`src/rtl/radix5_dft_butterfly_core_assert.svh`:
```
// Assertion macros for the radix-5 butterfly core.
// Expects clk and arst_n in the scope of the including module.
`ifndef RADIX5_DFT_BUTTERFLY_CORE_ASSERT_SVH
`define RADIX5_DFT_BUTTERFLY_CORE_ASSERT_SVH
`ifndef SYNTHESIS
`define R5_ASSERT(lbl, prop, msg) \
	lbl: assert property (@(posedge clk) disable iff (!arst_n) (prop)) else $error(msg);
`define R5_ASSERT_RST(lbl, prop, msg) \
	lbl: assert property (@(posedge clk) (prop)) else $error(msg);
`else
`define R5_ASSERT(lbl, prop, msg)
`define R5_ASSERT_RST(lbl, prop, msg)
`endif
`endif

```
`src/rtl/r5dft_pkg.sv`:
```
// Widths, Q1.15 twiddle constants and rounding helpers of the radix-5 butterfly.
// No dependencies.
package r5dft_pkg;

	localparam int SAMPLE_WIDTH = 16;
	localparam int OUT_WIDTH    = 19;
	localparam int KW           = 16;
	localparam int QSHIFT       = 15;

	localparam int SW1 = SAMPLE_WIDTH + 1;
	localparam int SW2 = SAMPLE_WIDTH + 2;
	localparam int SW3 = SAMPLE_WIDTH + 3;
	localparam int AW  = SAMPLE_WIDTH + 4;
	localparam int PW  = SW2 + KW;
	localparam int RW  = PW - QSHIFT;
	localparam int EW  = (AW > OUT_WIDTH) ? AW : OUT_WIDTH;

	localparam logic signed [KW-1:0] K1 = KW'(18318);
	localparam logic signed [KW-1:0] K2 = KW'(31164);
	localparam logic signed [KW-1:0] K4 = KW'(19261);

	localparam logic signed [PW-1:0] QRND = PW'(1) << (QSHIFT - 1);

	function automatic logic signed [PW-1:0] kmul(input logic signed [SW2-1:0] v,
			input logic signed [KW-1:0] k);
		logic signed [PW-1:0] a;
		logic signed [PW-1:0] b;
		a = PW'(v);
		b = PW'(k);
		return a * b;
	endfunction

	function automatic logic signed [RW-1:0] qround(input logic signed [PW-1:0] p);
		logic signed [PW-1:0] q;
		q = p + QRND;
		return q[PW-1:QSHIFT];
	endfunction

	function automatic logic signed [OUT_WIDTH-1:0] to_out(input logic signed [AW-1:0] v);
		logic signed [EW-1:0] e;
		e = EW'(v);
		return e[OUT_WIDTH-1:0];
	endfunction

endpackage

```
`src/rtl/radix5_dft_butterfly_core.sv`:
```
// Radix-5 forward DFT butterfly, five register stages.
// A beat taken into the first stage passes through stages two to five before it shows on the outputs.
// Throughput: one beat per cycle; an output stall holds the full stages back to the first
// empty one, which still fills.
// Reset (arst_n low, asynchronous) empties all stages; data registers keep values.
// Depends on r5dft_pkg and radix5_dft_butterfly_core_assert.svh.
`include "radix5_dft_butterfly_core_assert.svh"
module radix5_dft_butterfly_core
	import r5dft_pkg::*;
(
	input  logic                           clk,
	input  logic                           arst_n,
	input  logic                           in_valid,
	output logic                           in_stall,
	input  logic signed [SAMPLE_WIDTH-1:0] x0_re,
	input  logic signed [SAMPLE_WIDTH-1:0] x0_im,
	input  logic signed [SAMPLE_WIDTH-1:0] x1_re,
	input  logic signed [SAMPLE_WIDTH-1:0] x1_im,
	input  logic signed [SAMPLE_WIDTH-1:0] x2_re,
	input  logic signed [SAMPLE_WIDTH-1:0] x2_im,
	input  logic signed [SAMPLE_WIDTH-1:0] x3_re,
	input  logic signed [SAMPLE_WIDTH-1:0] x3_im,
	input  logic signed [SAMPLE_WIDTH-1:0] x4_re,
	input  logic signed [SAMPLE_WIDTH-1:0] x4_im,
	input  logic                           batch_end_in,
	output logic                           out_valid,
	input  logic                           out_stall,
	output logic signed [OUT_WIDTH-1:0]    y0_re,
	output logic signed [OUT_WIDTH-1:0]    y0_im,
	output logic signed [OUT_WIDTH-1:0]    y1_re,
	output logic signed [OUT_WIDTH-1:0]    y1_im,
	output logic signed [OUT_WIDTH-1:0]    y2_re,
	output logic signed [OUT_WIDTH-1:0]    y2_im,
	output logic signed [OUT_WIDTH-1:0]    y3_re,
	output logic signed [OUT_WIDTH-1:0]    y3_im,
	output logic signed [OUT_WIDTH-1:0]    y4_re,
	output logic signed [OUT_WIDTH-1:0]    y4_im,
	output logic                           batch_end_out
);

	logic vld_s1, vld_s2, vld_s3, vld_s4, vld_s5;
	logic en1, en2, en3, en4, en5;

	logic                           be_s1, be_s2, be_s3, be_s4;
	logic signed [SAMPLE_WIDTH-1:0] x0r_s1, x0i_s1, x0r_s2, x0i_s2;
	logic signed [SW1-1:0]          s14r_s1, s14i_s1, s23r_s1, s23i_s1;
	logic signed [SW1-1:0]          d41r_s1, d41i_s1, d32r_s1, d32i_s1;
	logic signed [SW1-1:0]          d41r_s2, d41i_s2, d32r_s2, d32i_s2;
	logic signed [SW2-1:0]          tr_s2, ti_s2, er_s2, ei_s2;
	logic signed [SW3-1:0]          y0r_s3, y0i_s3, cr_s3, ci_s3;
	logic signed [PW-1:0]           par_s3, pai_s3;
	logic signed [PW-1:0]           p2d41r_s3, p2d41i_s3, p4d41r_s3, p4d41i_s3;
	logic signed [PW-1:0]           p2d32r_s3, p2d32i_s3, p4d32r_s3, p4d32i_s3;
	logic signed [SW3-1:0]          y0r_s4, y0i_s4;
	logic signed [AW-1:0]           pr_s4, pi_s4, mr_s4, mi_s4;
	logic signed [AW-1:0]           u1_s4, v1_s4, u2_s4, v2_s4;

	assign en5      = !vld_s5 || !out_stall;
	assign en4      = !vld_s4 || en5;
	assign en3      = !vld_s3 || en4;
	assign en2      = !vld_s2 || en3;
	assign en1      = !vld_s1 || en2;
	assign in_stall = !en1;
	assign out_valid = vld_s5;

	always_ff @(posedge clk or negedge arst_n) begin
		if (!arst_n) begin
			vld_s1 <= 1'b0;
			vld_s2 <= 1'b0;
			vld_s3 <= 1'b0;
			vld_s4 <= 1'b0;
			vld_s5 <= 1'b0;
		end else begin
			if (en1) vld_s1 <= in_valid;
			if (en2) vld_s2 <= vld_s1;
			if (en3) vld_s3 <= vld_s2;
			if (en4) vld_s4 <= vld_s3;
			if (en5) vld_s5 <= vld_s4;
		end
	end

	// pairwise sums and differences
	always_ff @(posedge clk) begin
		if (en1) begin
			be_s1   <= batch_end_in;
			x0r_s1  <= x0_re;
			x0i_s1  <= x0_im;
			s14r_s1 <= SW1'(x1_re) + SW1'(x4_re);
			s14i_s1 <= SW1'(x1_im) + SW1'(x4_im);
			s23r_s1 <= SW1'(x2_re) + SW1'(x3_re);
			s23i_s1 <= SW1'(x2_im) + SW1'(x3_im);
			d41r_s1 <= SW1'(x4_re) - SW1'(x1_re);
			d41i_s1 <= SW1'(x4_im) - SW1'(x1_im);
			d32r_s1 <= SW1'(x3_re) - SW1'(x2_re);
			d32i_s1 <= SW1'(x3_im) - SW1'(x2_im);
		end
	end

	always_ff @(posedge clk) begin
		if (en2) begin
			be_s2   <= be_s1;
			x0r_s2  <= x0r_s1;
			x0i_s2  <= x0i_s1;
			tr_s2   <= SW2'(s14r_s1) + SW2'(s23r_s1);
			ti_s2   <= SW2'(s14i_s1) + SW2'(s23i_s1);
			er_s2   <= SW2'(s14r_s1) - SW2'(s23r_s1);
			ei_s2   <= SW2'(s14i_s1) - SW2'(s23i_s1);
			d41r_s2 <= d41r_s1;
			d41i_s2 <= d41i_s1;
			d32r_s2 <= d32r_s1;
			d32i_s2 <= d32i_s1;
		end
	end

	// constant products, bin 0 and centre term
	always_ff @(posedge clk) begin
		if (en3) begin
			be_s3     <= be_s2;
			y0r_s3    <= SW3'(x0r_s2) + SW3'(tr_s2);
			y0i_s3    <= SW3'(x0i_s2) + SW3'(ti_s2);
			cr_s3     <= SW3'(x0r_s2) - SW3'(tr_s2 >>> 2);
			ci_s3     <= SW3'(x0i_s2) - SW3'(ti_s2 >>> 2);
			par_s3    <= kmul(er_s2, K1);
			pai_s3    <= kmul(ei_s2, K1);
			p2d41r_s3 <= kmul(SW2'(d41r_s2), K2);
			p2d41i_s3 <= kmul(SW2'(d41i_s2), K2);
			p4d41r_s3 <= kmul(SW2'(d41r_s2), K4);
			p4d41i_s3 <= kmul(SW2'(d41i_s2), K4);
			p2d32r_s3 <= kmul(SW2'(d32r_s2), K2);
			p2d32i_s3 <= kmul(SW2'(d32i_s2), K2);
			p4d32r_s3 <= kmul(SW2'(d32r_s2), K4);
			p4d32i_s3 <= kmul(SW2'(d32i_s2), K4);
		end
	end

	// round products, form cross terms
	always_ff @(posedge clk) begin
		if (en4) begin
			be_s4  <= be_s3;
			y0r_s4 <= y0r_s3;
			y0i_s4 <= y0i_s3;
			pr_s4  <= AW'(cr_s3) + AW'(qround(par_s3));
			pi_s4  <= AW'(ci_s3) + AW'(qround(pai_s3));
			mr_s4  <= AW'(cr_s3) - AW'(qround(par_s3));
			mi_s4  <= AW'(ci_s3) - AW'(qround(pai_s3));
			u1_s4  <= AW'(qround(p2d41i_s3)) + AW'(qround(p4d32i_s3));
			v1_s4  <= AW'(qround(p2d41r_s3)) + AW'(qround(p4d32r_s3));
			u2_s4  <= AW'(qround(p4d41i_s3)) - AW'(qround(p2d32i_s3));
			v2_s4  <= AW'(qround(p4d41r_s3)) - AW'(qround(p2d32r_s3));
		end
	end

	always_ff @(posedge clk) begin
		if (en5) begin
			batch_end_out <= be_s4;
			y0_re <= to_out(AW'(y0r_s4));
			y0_im <= to_out(AW'(y0i_s4));
			y1_re <= to_out(pr_s4 - u1_s4);
			y1_im <= to_out(pi_s4 + v1_s4);
			y2_re <= to_out(mr_s4 - u2_s4);
			y2_im <= to_out(mi_s4 + v2_s4);
			y3_re <= to_out(mr_s4 + u2_s4);
			y3_im <= to_out(mi_s4 - v2_s4);
			y4_re <= to_out(pr_s4 + u1_s4);
			y4_im <= to_out(pi_s4 - v1_s4);
		end
	end

	`R5_ASSERT(a_stall_only_when_full, in_stall |-> (vld_s1 && vld_s2 && vld_s3 && vld_s4 && vld_s5 && out_stall), "input stalled with a stage free")
	`R5_ASSERT(a_accept_loads_s1, (in_valid && !in_stall) |=> vld_s1, "accepted beat not held in first stage")
	`R5_ASSERT_RST(a_reset_empty, !arst_n |-> (!out_valid && !vld_s1 && !in_stall), "pipeline not empty in reset")

endmodule
```
`config.mk`:
```
export PLATFORM = sky130hd
export DESIGN_NAME = radix5_dft_butterfly_core
export DESIGN_NICKNAME = d
export VERILOG_FILES = /design/src/rtl/r5dft_pkg.sv /design/src/rtl/radix5_dft_butterfly_core.sv
export VERILOG_INCLUDE_DIRS = /design/src /design/src/rtl
export SDC_FILE = /design/constraint.sdc
export NUM_CORES = 2
export LEC_CHECK = 0
export BUFFER_PORTS_ARGS = -buffer_cell sky130_fd_sc_hd__buf_2
export CORE_ASPECT_RATIO = 0.8
export CORE_UTILIZATION = 55
export CTS_BUF_LIST = sky130_fd_sc_hd__clkbuf_2
export DETAILED_ROUTE_END_ITERATION = 10
export PLACE_DENSITY = 0.7
export SLEW_MARGIN = 20
export SYNTH_ARGS = -nofsm -noshare
export SYNTH_HDL_FRONTEND = slang
export SYNTH_SLANG_ARGS = --single-unit
```
`constraint.sdc`:
```
create_clock -name clk -period 8.3 [get_ports clk]
set_input_delay 0.415 -clock clk [delete_from_list [all_inputs] [get_ports clk]]
set_output_delay 0.415 -clock clk [all_outputs]
set_load 0.05 [all_outputs]
```
==> metrics.txt <==
status complete, no violations; via count of the first global-routing pass 76,300; mean post-synth cell area 10.6 sq um; gr usage total 0.305; Top Registers pai_s3 x20, par_s3 x20; relative slew slack 0.235; Buffers on Ports 357; most frequent cells in the layout 2,076 x inv_1, 1,556 x ha_1, 1,033 x fa_1, 977 x edfxtp_1, 606 x xnor2_1; row count 141; Crit path required time 9.76 ns; Final Setup Violations 0; Worst Clk Skew 0.199 ns; Slew Viols, Final 0; Setup CP Type reg -> reg; hold_sp x3_im[3]; post-CTS resize count 0; worst hold path class in -> reg; share of the cycle needed by the critical path after routing 0.870; Max-Cap Viols 0; DR pass1 iterations 8; first-pass GRT wire length 439 mm; WHS Path Cells 6; Die W 487 um; worst hold endpoint s23i_s1[4]$_DFFE_PN_; Overflow after GRT 0; most common cell after layout, fill and taps aside inv_1; largest net degree at the start of global routing 141; shortest period the worst path allows 7.22 ns; Reg clk slew, reported paths 0.12 ns; startpoint types register; final count of hold timing violations 0; Post-Syn Area 0.103 sq mm; post-route ant nets 0; initial antenna violation count 19; Reg2Reg Setup Slack 1.08 ns; height of the die 390 um; ys flop type edfxtp_1; Initial Util 0.557; CP top delay family adder cells; Max FO, Critical Path 10; Max Root-Sink Buffers 3; area occupied by multi-input gates 0.0656 sq mm; Synth cell types 86; via count 73,100; slowest cell on the critical path edfxtp_1; Fill cells 15,200; TritonCTS Buffers 240; reg2reg start d32i_s2[5]$_DFFE_PP_; Synth-to-Final Area Change 12.8%; routed vias/inst 5.38; CTS root buf clkbuf_2; ys async rst share 0.00509; RSZ-0062 raised after global routing false; Fmax 139 MHz; core area 0.186 sq mm; CP Capture Type register; Worst Path Arrival 8.68 ns; clock sink count 982; Least-Margin Pin Slew 1.14 ns; DRC errors left 0; nets@finish 13,600; worst r2r dst p4d32i_s3[32]$_DFFE_PP_; Max stage delay on crit path 0.61 ns; Max H-tree Level 4; # IOs 358; Routed Wire Length 285 mm; syn_nets 12,500; Seq. cell area 0.0295 sq mm; YS warnings 0; CP dominant cell by count inv_1; part of the Yosys area used for sequential elements 0.285; die area 0.190 sq mm; drt wl/cell 21.0 um; CTS tree yes; CP bufs+invs 5; Mapped Cells 9,778; Initial DRC Count 4,494; cells on worst reg2reg path 25; layout cells sized above 1 0.0775; post-synthesis register bit count 982; DP HPWL 232 mm; clock network latency to the later pin of the worst-skew pair 1.86 ns; Final Wtd Congestion 0.948; setup_tns 0 ns; number of synthesized flops with an enable pin 977
==> metal layers <==
metal | part of all wire | routed length, um | track usage
met1 | 0.43 | 123000 | 0.400
met2 | 0.48 | 136000 | 0.509
met3 | 0.049 | 13900 | 0.0415
met4 | 0.043 | 12400 | 0.123
met5 | 0.00011 | 30 | 0
==> final cells by class <==
class,instances,share of cell area
Sequential cell,982,0.253
Clock inverter,116,0.00753
Antenna cell,15,0.000322
Timing Repair Buffer,977,0.0684
Inverter,2077,0.0670
Tap cell,2502,0.0269
Multi-Input combinational cell,6598,0.563
Clock buffer,321,0.0138
==> metrics by stage <==
step,area [sq um],setup slack (ns),hold slack (ns),utilization,std cells
2_1_floorplan,103000,0.0900,0.119,-,9778
3_3_place_gp,108000,1.30,0.231,0.582,12500
3_5_place_dp,108000,1.24,0.233,0.582,12500
4_1_cts,116000,1.20,0.0187,0.628,13600
5_1_grt,117000,0.690,0.124,0.628,13600
6_report,117000,1.08,0.256,0.628,13600
==> cell families after synthesis <==
kind of cell / count (synthesis) / share of synthesized area
DFF: 982 / 0.285
adders and majority gates: 2589 / 0.389
xor gates and xnor gates: 930 / 0.0788
and+or+nand+nor: 1678 / 0.0789
muxes: 24 / 0.00235
AOI/OAI and AO/OA: 1377 / 0.0863
buffers and inverters: 2198 / 0.0800
==> cell usage after synthesis (9+ instances only) <==
master	instances	area, sq um
inv_1	2077	7800
ha_1	1556	19500
fa_1	1033	20700
edfxtp_1	977	29300
xnor2_1	606	5310
nor2_1	528	1980
a21oi_1	450	2250
xor2_1	324	2840
nand2_1	290	1090
o21ai_0	249	1250
nand3_1	170	851
nor3_1	149	746
a21o_1	148	1110
nor2b_1	112	701
o21bai_1	110	826
clkbuf_1	106	398
and3_1	104	651
nand2b_1	85	532
o21a_1	69	518
or3_1	55	344
a31oi_1	50	313
and2_1	43	269
or2_2	43	269
a211oi_1	33	248
nand4_1	32	200
o41ai_1	28	245
a21boi_0	26	195
mux2i_1	22	220
nor3b_1	18	135
o2111ai_1	18	158
a31o_2	16	140
o22ai_1	16	100
o31ai_1	15	113
nand3b_1	13	97.6
a41o_1	12	120
a221o_1	11	110
a41oi_1	11	96.3
o211ai_1	11	82.6
a2111oi_0	10	87.6
a211o_1	10	87.6
nor4_1	10	62.6
o31a_1	9	78.8
==> worst min-delay path: cells and delay by family <==
family	cells	cell delay, ns
AO/OA/AOI/OAI	1	0.12
adder cells (fa/ha/maj)	1	0.16
XOR/XNOR	1	0.12
buffers and inverters	3	1.19
==> worst max path at each step <==
| stage | start | to | slack, ns | depth (start not counted) |
|---|---|---|---|---|
| after floorplan | out_valid$_DFFE_PN0P_ | in_stall | 0.09 | 3 |
| after global placement | d32i_s2[7]$_DFFE_PP_ | p4d32i_s3[32]$_DFFE_PP_ | 1.30 | 25 |
| after detailed placement | d32r_s2[7]$_DFFE_PP_ | p4d32r_s3[31]$_DFFE_PP_ | 1.24 | 24 |
| after CTS | d32i_s2[5]$_DFFE_PP_ | p4d32i_s3[32]$_DFFE_PP_ | 1.20 | 25 |
| after global routing | d32i_s2[5]$_DFFE_PP_ | p4d32i_s3[32]$_DFFE_PP_ | 0.69 | 25 |
| final | d32i_s2[5]$_DFFE_PP_ | p4d32i_s3[32]$_DFFE_PP_ | 1.08 | 25 |
==> timing repair <==
action	4_1_cts	5_1_grt
hold endpoints to repair	621	0
buffers inserted	0	0
hold buffers	595	0
Power is not shown: default switching activity piles up to over one toggle a cycle in this logic, so the estimate is an artifact.
